--- config.mk ---
export PLATFORM = sky130hd
export DESIGN_NAME = c_string_escape_decoder_top
export DESIGN_NICKNAME = d
export VERILOG_FILES = /design/src/rtl/csed_pkg.sv /design/src/rtl/c_string_escape_decoder_top.sv
export SDC_FILE = /design/constraint.sdc
export NUM_CORES = 1
export LEC_CHECK = 0
export BUFFER_PORTS_ARGS = -buffer_cell sky130_fd_sc_hd__buf_4
export CORE_ASPECT_RATIO = 0.6
export CORE_MARGIN = 2
export CORE_UTILIZATION = 51
export CTS_CLUSTER_DIAMETER = 150
export DETAILED_ROUTE_END_ITERATION = 7
export PLACE_DENSITY = 0.71
export SETUP_SLACK_MARGIN = 0.5
export SLEW_MARGIN = 20
export SYNTH_ARGS = -nofsm -noshare
export SYNTH_HDL_FRONTEND = slang
export SYNTH_SLANG_ARGS = --single-unit
export TNS_END_PERCENT = 100
--- constraint.sdc ---
create_clock -name clk -period 11.7 [get_ports clk]
set_input_delay 0.585 -clock clk [delete_from_list [all_inputs] [get_ports clk]]
set_output_delay 0.585 -clock clk [all_outputs]
set_load 0.02 [all_outputs]
--- src/rtl/csed_pkg.sv ---
// ----------------------------------------------------------------------------
// C string escape decoder package
// Item types, state codes, character constants and decode helpers.
// ----------------------------------------------------------------------------
package csed_pkg;

	typedef struct packed {
		logic [7:0] char_in;
		logic       end_of_string;
	} in_item_t;

	typedef struct packed {
		logic [7:0] out_byte;
		logic       last_byte;
		logic       bad_escape;
	} out_item_t;

	typedef enum logic [3:0] {
		MODE_PLAIN = 4'b0001,
		MODE_BSL   = 4'b0010,
		MODE_HEX   = 4'b0100,
		MODE_OCT   = 4'b1000
	} mode_t;

	localparam logic [7:0]  CH_BACKSLASH = 8'h5C;
	localparam logic [7:0]  CH_X         = 8'h78;
	localparam logic [7:0]  CH_ZERO      = 8'h30;
	localparam logic [15:0] MAX_RESET    = 16'hFFFF;

	localparam int unsigned RES_DEPTH = 4;
	localparam int unsigned PTR_W     = $clog2(RES_DEPTH);
	localparam int unsigned CNT_W     = $clog2(RES_DEPTH + 1);

	// {valid, digit value}
	function automatic logic [4:0] hex_decode(input logic [7:0] c);
		logic [4:0] r;
		r = 5'd0;
		if (c >= 8'h30 && c <= 8'h39) r = {1'b1, 4'(c - 8'h30)};
		else if (c >= 8'h61 && c <= 8'h66) r = {1'b1, 4'(c - 8'h57)};
		else if (c >= 8'h41 && c <= 8'h46) r = {1'b1, 4'(c - 8'h37)};
		return r;
	endfunction

	// {valid, byte value}
	function automatic logic [8:0] simple_decode(input logic [7:0] c);
		logic [8:0] r;
		r = 9'd0;
		unique case (c)
			8'h6E: r = {1'b1, 8'h0A};
			8'h74: r = {1'b1, 8'h09};
			8'h72: r = {1'b1, 8'h0D};
			8'h61: r = {1'b1, 8'h07};
			8'h62: r = {1'b1, 8'h08};
			8'h66: r = {1'b1, 8'h0C};
			8'h76: r = {1'b1, 8'h0B};
			8'h5C: r = {1'b1, 8'h5C};
			8'h27: r = {1'b1, 8'h27};
			8'h22: r = {1'b1, 8'h22};
			8'h3F: r = {1'b1, 8'h3F};
			default: r = 9'd0;
		endcase
		return r;
	endfunction

endpackage

--- src/rtl/c_string_escape_decoder_top.sv ---
// ----------------------------------------------------------------------------
// C string escape decoder
// Decodes the body of a C string literal into bytes, one character per item.
// ----------------------------------------------------------------------------
// Input channel in_valid/in_stall carries in_data: one raw character and an
// end_of_string mark on the final character of the literal body.
// Output channel out_valid/out_stall carries out_data: a decoded byte, its
// last_byte mark and a bad_escape flag. One character yields zero, one or two
// bytes. The cfg_valid/cfg_ready channel writes the per-string byte limit;
// cfg_ready is always high; writes must go in while the block is idle, which
// the block itself does not enforce. An accepted character is held in the
// input register and its decoded bytes are written to the result queue, which
// drives out_valid. One character is taken every cycle while the queue has
// room; the rate is set by the four-entry result queue, which needs room for
// two bytes before the input register hands its character to the decode logic.
// Reset clears the decode state, the byte count and the queue, and sets the
// limit to 65535. When the receiver stalls, the queue fills and in_stall
// rises; nothing is lost or repeated.
module c_string_escape_decoder_top
	import csed_pkg::*;
(
	input  logic      clk,
	input  logic      arst_n,
	input  logic      in_valid,
	output logic      in_stall,
	input  in_item_t  in_data,
	output logic      out_valid,
	input  logic      out_stall,
	output out_item_t out_data,
	input  logic      cfg_valid,
	output logic      cfg_ready,
	input  logic [15:0] cfg_data
);

	logic             item_valid_s1;
	in_item_t         item_s1;
	mode_t            mode_q;
	logic [7:0]       acc_q;
	logic [1:0]       dig_q;
	logic [15:0]      cnt_q;
	logic [15:0]      max_q;

	out_item_t        res_mem [RES_DEPTH];
	logic [PTR_W-1:0] wr_ptr_q;
	logic [PTR_W-1:0] rd_ptr_q;
	logic [CNT_W-1:0] fill_q;

	mode_t            nxt_mode;
	logic [7:0]       nxt_acc;
	logic [1:0]       nxt_dig;
	logic [15:0]      nxt_cnt;
	logic [2:0]       cand_v;
	logic [7:0]       cand_byte [3];
	logic [2:0]       cand_bad;
	out_item_t        res [2];
	logic [1:0]       n_res;
	logic [4:0]       hx;
	logic [8:0]       se;
	logic [7:0]       ch;
	logic             adv;
	logic             pop;

	assign cfg_ready = 1'b1;
	assign adv       = item_valid_s1 && (fill_q <= CNT_W'(RES_DEPTH - 2));
	assign in_stall  = item_valid_s1 && !adv;
	assign pop       = out_valid && !out_stall;
	assign out_valid = (fill_q != '0);
	assign out_data  = res_mem[rd_ptr_q];
	assign ch        = item_s1.char_in;

	always_comb begin
		nxt_mode  = mode_q;
		nxt_acc   = acc_q;
		nxt_dig   = dig_q;
		cand_v    = '0;
		cand_bad  = '0;
		cand_byte[0] = ch;
		cand_byte[1] = ch;
		cand_byte[2] = 8'h00;
		hx = hex_decode(ch);
		se = simple_decode(ch);
		unique case (mode_q)
			MODE_PLAIN: begin
				if (ch == CH_BACKSLASH) nxt_mode = MODE_BSL;
				else cand_v[0] = 1'b1;
			end
			MODE_BSL: begin
				nxt_mode = MODE_PLAIN;
				nxt_acc  = 8'h00;
				nxt_dig  = 2'd0;
				if (ch == CH_X) begin
					nxt_mode = MODE_HEX;
				end else if (ch[7:2] == CH_ZERO[7:2]) begin
					nxt_mode = MODE_OCT;
					nxt_acc  = {6'd0, ch[1:0]};
					nxt_dig  = 2'd1;
				end else if (se[8]) begin
					cand_v[0]    = 1'b1;
					cand_byte[0] = se[7:0];
				end else begin
					cand_v[0]   = 1'b1;
					cand_bad[0] = 1'b1;
				end
			end
			MODE_HEX: begin
				if (hx[4]) begin
					nxt_acc = {acc_q[3:0], hx[3:0]};
					nxt_dig = dig_q + 2'd1;
					if (dig_q != 2'd0) begin
						cand_v[0]    = 1'b1;
						cand_byte[0] = nxt_acc;
						nxt_mode     = MODE_PLAIN;
						nxt_acc      = 8'h00;
						nxt_dig      = 2'd0;
					end
				end else begin
					cand_v[0]    = 1'b1;
					cand_byte[0] = (dig_q == 2'd0) ? 8'h00 : acc_q;
					cand_bad[0]  = (dig_q == 2'd0);
					nxt_mode     = MODE_PLAIN;
					nxt_acc      = 8'h00;
					nxt_dig      = 2'd0;
					if (ch == CH_BACKSLASH) nxt_mode = MODE_BSL;
					else cand_v[1] = 1'b1;
				end
			end
			MODE_OCT: begin
				if (ch[7:3] == CH_ZERO[7:3]) begin
					nxt_acc = {acc_q[4:0], ch[2:0]};
					nxt_dig = dig_q + 2'd1;
					if (dig_q == 2'd2) begin
						cand_v[0]    = 1'b1;
						cand_byte[0] = nxt_acc;
						nxt_mode     = MODE_PLAIN;
						nxt_acc      = 8'h00;
						nxt_dig      = 2'd0;
					end
				end else begin
					cand_v[0]    = 1'b1;
					cand_byte[0] = acc_q;
					nxt_mode     = MODE_PLAIN;
					nxt_acc      = 8'h00;
					nxt_dig      = 2'd0;
					if (ch == CH_BACKSLASH) nxt_mode = MODE_BSL;
					else cand_v[1] = 1'b1;
				end
			end
			default: begin
				nxt_mode = MODE_PLAIN;
				nxt_acc  = 8'h00;
				nxt_dig  = 2'd0;
			end
		endcase

		if (item_s1.end_of_string) begin
			priority case (1'b1)
				nxt_mode == MODE_BSL: begin
					cand_v[2]    = 1'b1;
					cand_byte[2] = CH_BACKSLASH;
					cand_bad[2]  = 1'b1;
				end
				nxt_mode == MODE_HEX: begin
					cand_v[2]    = 1'b1;
					cand_byte[2] = (nxt_dig == 2'd0) ? 8'h00 : nxt_acc;
					cand_bad[2]  = (nxt_dig == 2'd0);
				end
				nxt_mode == MODE_OCT: begin
					cand_v[2]    = 1'b1;
					cand_byte[2] = nxt_acc;
				end
				default: cand_v[2] = 1'b0;
			endcase
			nxt_mode = MODE_PLAIN;
			nxt_acc  = 8'h00;
			nxt_dig  = 2'd0;
		end
	end

	always_comb begin
		n_res  = 2'd0;
		res[0] = '0;
		res[1] = '0;
		for (int k = 0; k < 3; k++) begin
			if (cand_v[k] && (n_res != 2'd2) &&
			    (({1'b0, cnt_q} + 17'(n_res)) < {1'b0, max_q})) begin
				res[n_res[0]].out_byte   = cand_byte[k];
				res[n_res[0]].bad_escape = cand_bad[k];
				n_res = n_res + 2'd1;
			end
		end
		if (item_s1.end_of_string) begin
			if (n_res == 2'd2) res[1].last_byte = 1'b1;
			else if (n_res == 2'd1) res[0].last_byte = 1'b1;
		end
		nxt_cnt = item_s1.end_of_string ? 16'd0 : cnt_q + 16'(n_res);
	end

	always_ff @(posedge clk or negedge arst_n) begin
		if (!arst_n) begin
			item_valid_s1 <= 1'b0;
		end else if (in_valid && !in_stall) begin
			item_valid_s1 <= 1'b1;
		end else if (adv) begin
			item_valid_s1 <= 1'b0;
		end
	end

	always_ff @(posedge clk) begin
		if (in_valid && !in_stall) begin
			item_s1 <= in_data;
		end
	end

	always_ff @(posedge clk or negedge arst_n) begin
		if (!arst_n) begin
			mode_q <= MODE_PLAIN;
			acc_q  <= 8'h00;
			dig_q  <= 2'd0;
			cnt_q  <= 16'd0;
		end else if (adv) begin
			mode_q <= nxt_mode;
			acc_q  <= nxt_acc;
			dig_q  <= nxt_dig;
			cnt_q  <= nxt_cnt;
		end
	end

	always_ff @(posedge clk or negedge arst_n) begin
		if (!arst_n) begin
			max_q <= MAX_RESET;
		end else if (cfg_valid && cfg_ready) begin
			max_q <= cfg_data;
		end
	end

	always_ff @(posedge clk) begin
		if (adv && (n_res != 2'd0)) begin
			res_mem[wr_ptr_q] <= res[0];
		end
		if (adv && (n_res == 2'd2)) begin
			res_mem[wr_ptr_q + PTR_W'(1)] <= res[1];
		end
	end

	always_ff @(posedge clk or negedge arst_n) begin
		if (!arst_n) begin
			wr_ptr_q <= '0;
			rd_ptr_q <= '0;
			fill_q   <= '0;
		end else begin
			if (adv) begin
				wr_ptr_q <= wr_ptr_q + PTR_W'(n_res);
			end
			if (pop) begin
				rd_ptr_q <= rd_ptr_q + PTR_W'(1);
			end
			fill_q <= fill_q + (adv ? CNT_W'(n_res) : CNT_W'(0)) - CNT_W'(pop);
		end
	end

endmodule

==> impl_metrics.toml <==
[layout]
areaGrowthSynthToFinish_pct = 9.691
drive_above_1_share = 0.1503
instances_no_fill = 1101
final_util = 0.5792
fin_area_mm2 = 0.008979
num-fill-cells = 1379
layout.nets = 993
diodes = 0

[synth]
synth_edf_count = 49
yosys.area.top_type = "edfxtp_1"
yosys.area.top_type_share = 0.1798
yosysSeqAreaShare = 0.3474
ys_ff_latch = 103
synth_flop_cell = "edfxtp_1"
syn-num-nets = 976
async_reset_ff_frac = 0.5243
synth_warnings = 0
syn_area_mm2 = 0.008185
yosys.cell_types.count = 92
synth_cells = 876
syn-mean-instance-area_um2 = 9.344
synth.area.top_cells = "edfxtp_1 18%, dfrtp_1 11%, ha_1 10%"

[timing]
fin_ws_ps = 1070
fmax_ghz = 0.09408
rsz0062_at_grt = "no"
min_period_ps = 10630
max_slew_margin = 0.3360
finalSetupTns_ps = 0
setup_viol = 0
whs_ps = 267.2
hold_viol = 0
final.period_utilization = 0.9085
fin_skew_ps = 16.93
slew_violations = 0
worst_pin_slew_ps = 995.9

[die]
ios = 43
row_count = 35
coreArea_mm2 = 0.01550
die_w_um = 167.6
start_util = 0.5280
die_h_um = 102.1
dieArea_mm2 = 0.01711

[placement]
placed_area_mm2 = 0.008636
numPortBuffers = 41
gp_congestion = 1.019
hpwl_mm = 17.19
dp.cells = 1084
dp_slack_ps = 934.4

[clocking]
clockBufferDepth = 2
worstSkewPairLatency_ps = 370
clk_pin_slew_ps = 90
clock_sinks = 103
cts_tree = "yes"
htree_levels = 3
cts_inserted_buffers = 9
clock-root-buffer = "clkbuf_16"

[grt]
grt_max_degree = 55
gr-usage-all-layers = 0.2810
antenna_found_initial = 0
grt_pass1_wl_mm = 37.12
first_global_vias = 6406
grt-ovfl-total = 0

[worst_setup_path]
crit_required_ps = 11980
crit_fanout = 14
start_kind = "register"
cp.arrival_ps = 10910
end_kind = "register"
slowest_stage = "or4b_1"
max_stage_delay_ps = 760
path_class = "reg -> reg"
crit_top_cell = "ha_1"

[routing]
wl_met2_mm = 8.746
first_pass_iters = 8
top_layer_used = "met4"
met1Wirelength_mm = 11.61
wl_met3_mm = 2.816
drc = 2
num_vias = 7079
routed_via_density = 6.430
totalWireLength_mm = 23.47
drt_iter0_drc = 857
wl_per_cell_um = 21.32
ant_nets = 0

[pwr]
powerDensity_mw_per_mm2 = 180.8
total_power_mw = 1.623
peakVddDrop_mv = 0.1736
cellLeakagePower_nw = 3.868

[status]
status = "finished with violations"
violations = "design-rule violations"

[min_path]
min_path_type = "in -> async"

[job]
max_cap_violations = 0
==> flip-flops by register name, indices dropped and copies added (netlist names), 2 cells and up <==
signal    flops
rd_ptr_q      2
acc_q         8
dig_q         2
wr_ptr_q      2
ch            8
fill_q        3
cnt_q        16
max_q        16
mode_q        4
res_mem      40
==> final timing paths <==
check,from,to,slack (ps),depth (start not counted)
setup / recovery,mode_q[1]$_DFFE_PN0P_,cnt_q[14]$_DFFE_PN0P_,1070,38
hold / removal,arst_n,fill_q[0]$_DFF_PN0_,270,1
setup reg to reg,mode_q[1]$_DFFE_PN0P_,cnt_q[14]$_DFFE_PN0P_,1070,38
hold reg to reg,fill_q[2]$_DFF_PN0_,fill_q[2]$_DFF_PN0_,490,1
max in group asynchronous,arst_n,dig_q[0]$_DFFE_PN0P_,10910,1
min in group clk,in_data[3],ch[2]$_DFFE_PP_,400,1
==> worst max-delay path, delay by kind of cell (launching register included) <==
family	cells	cell delay [ps]
buffers and inverters	2	120
xor gates and xnor gates	3	550
and+or+nand+nor	15	4440
AOI/OAI and AO/OA	10	2370
adders and majority gates	8	2490
DFF	1	550
==> placed cells by master (no fill, tap or decap), types with 11 or more instances in the layout <==
cell / n
nand4_1: 15
xnor2_1: 13
ha_1: 67
o21ai_0: 77
dfstp_2: 17
mux2i_1: 31
inv_1: 44
nor2_1: 50
buf_4: 58
a211oi_1: 12
edfxtp_1: 49
dfrtp_1: 37
a21o_1: 12
nand3_1: 20
nand2_1: 85
nor3_1: 22
xor2_1: 29
a21oi_1: 39
a31oi_1: 11
==> final cells by class <==
type / instances / area [um^2] / area share
multi-input cells: 675 / 4956 / 0.5520
flip-flops and latches: 103 / 2844 / 0.3168
repair buffers: 58 / 435.4 / 0.04850
well taps: 203 / 254.0 / 0.02829
clock buffers: 9 / 225.2 / 0.02508
inverters: 46 / 172.7 / 0.01923
clock inverters: 7 / 91.34 / 0.01017
==> metal layers <==
layer	up-vias	global-route usage
li1	3287	-
met1	3348	0.4549
met2	414	0.3613
met3	30	0.07862
met4	0	0.05886
met5	-	0
==> synth_stat cells (12+ instances only) <==
| master | count |
|---|---|
| a211oi_1 | 12 |
| a21o_1 | 12 |
| a21oi_1 | 39 |
| clkbuf_1 | 30 |
| dfrtp_1 | 37 |
| dfstp_2 | 17 |
| edfxtp_1 | 49 |
| ha_1 | 67 |
| inv_1 | 44 |
| mux2i_1 | 32 |
| nand2_1 | 85 |
| nand3_1 | 20 |
| nand4_1 | 15 |
| nor2_1 | 51 |
| nor3_1 | 22 |
| o21ai_0 | 77 |
| xnor2_1 | 14 |
| xor2_1 | 29 |
==> power breakdown <==
group	total, mW	switching, mW	internal, mW
Clock	0.325	0.170	0.156
Sequential	0.573	0.0863	0.487
Combinational	0.724	0.437	0.287
==> logic make-up (layout without fill, tap and decap cells) <==
family          after synthesis  after routing  share of synthesized area
buf+inv                      98            120                    0.04998
compound gates              237            237                     0.1917
xor+xnor                     43             43                    0.04601
flops                       103            103                     0.3474
other cells                   1              1                  0.0004581
simple gates                271            271                     0.1724
mux                          53             53                    0.08224
fa+ha+maj                    70             70                     0.1098
==> what timing repair did <==
item	4_1_cts	5_1_grt
gates resized for setup	0	4
endpoints found under the setup margin	0	8
setup buffers	0	1
hold buffers	0	0
Power figures use the tool's default switching activity.
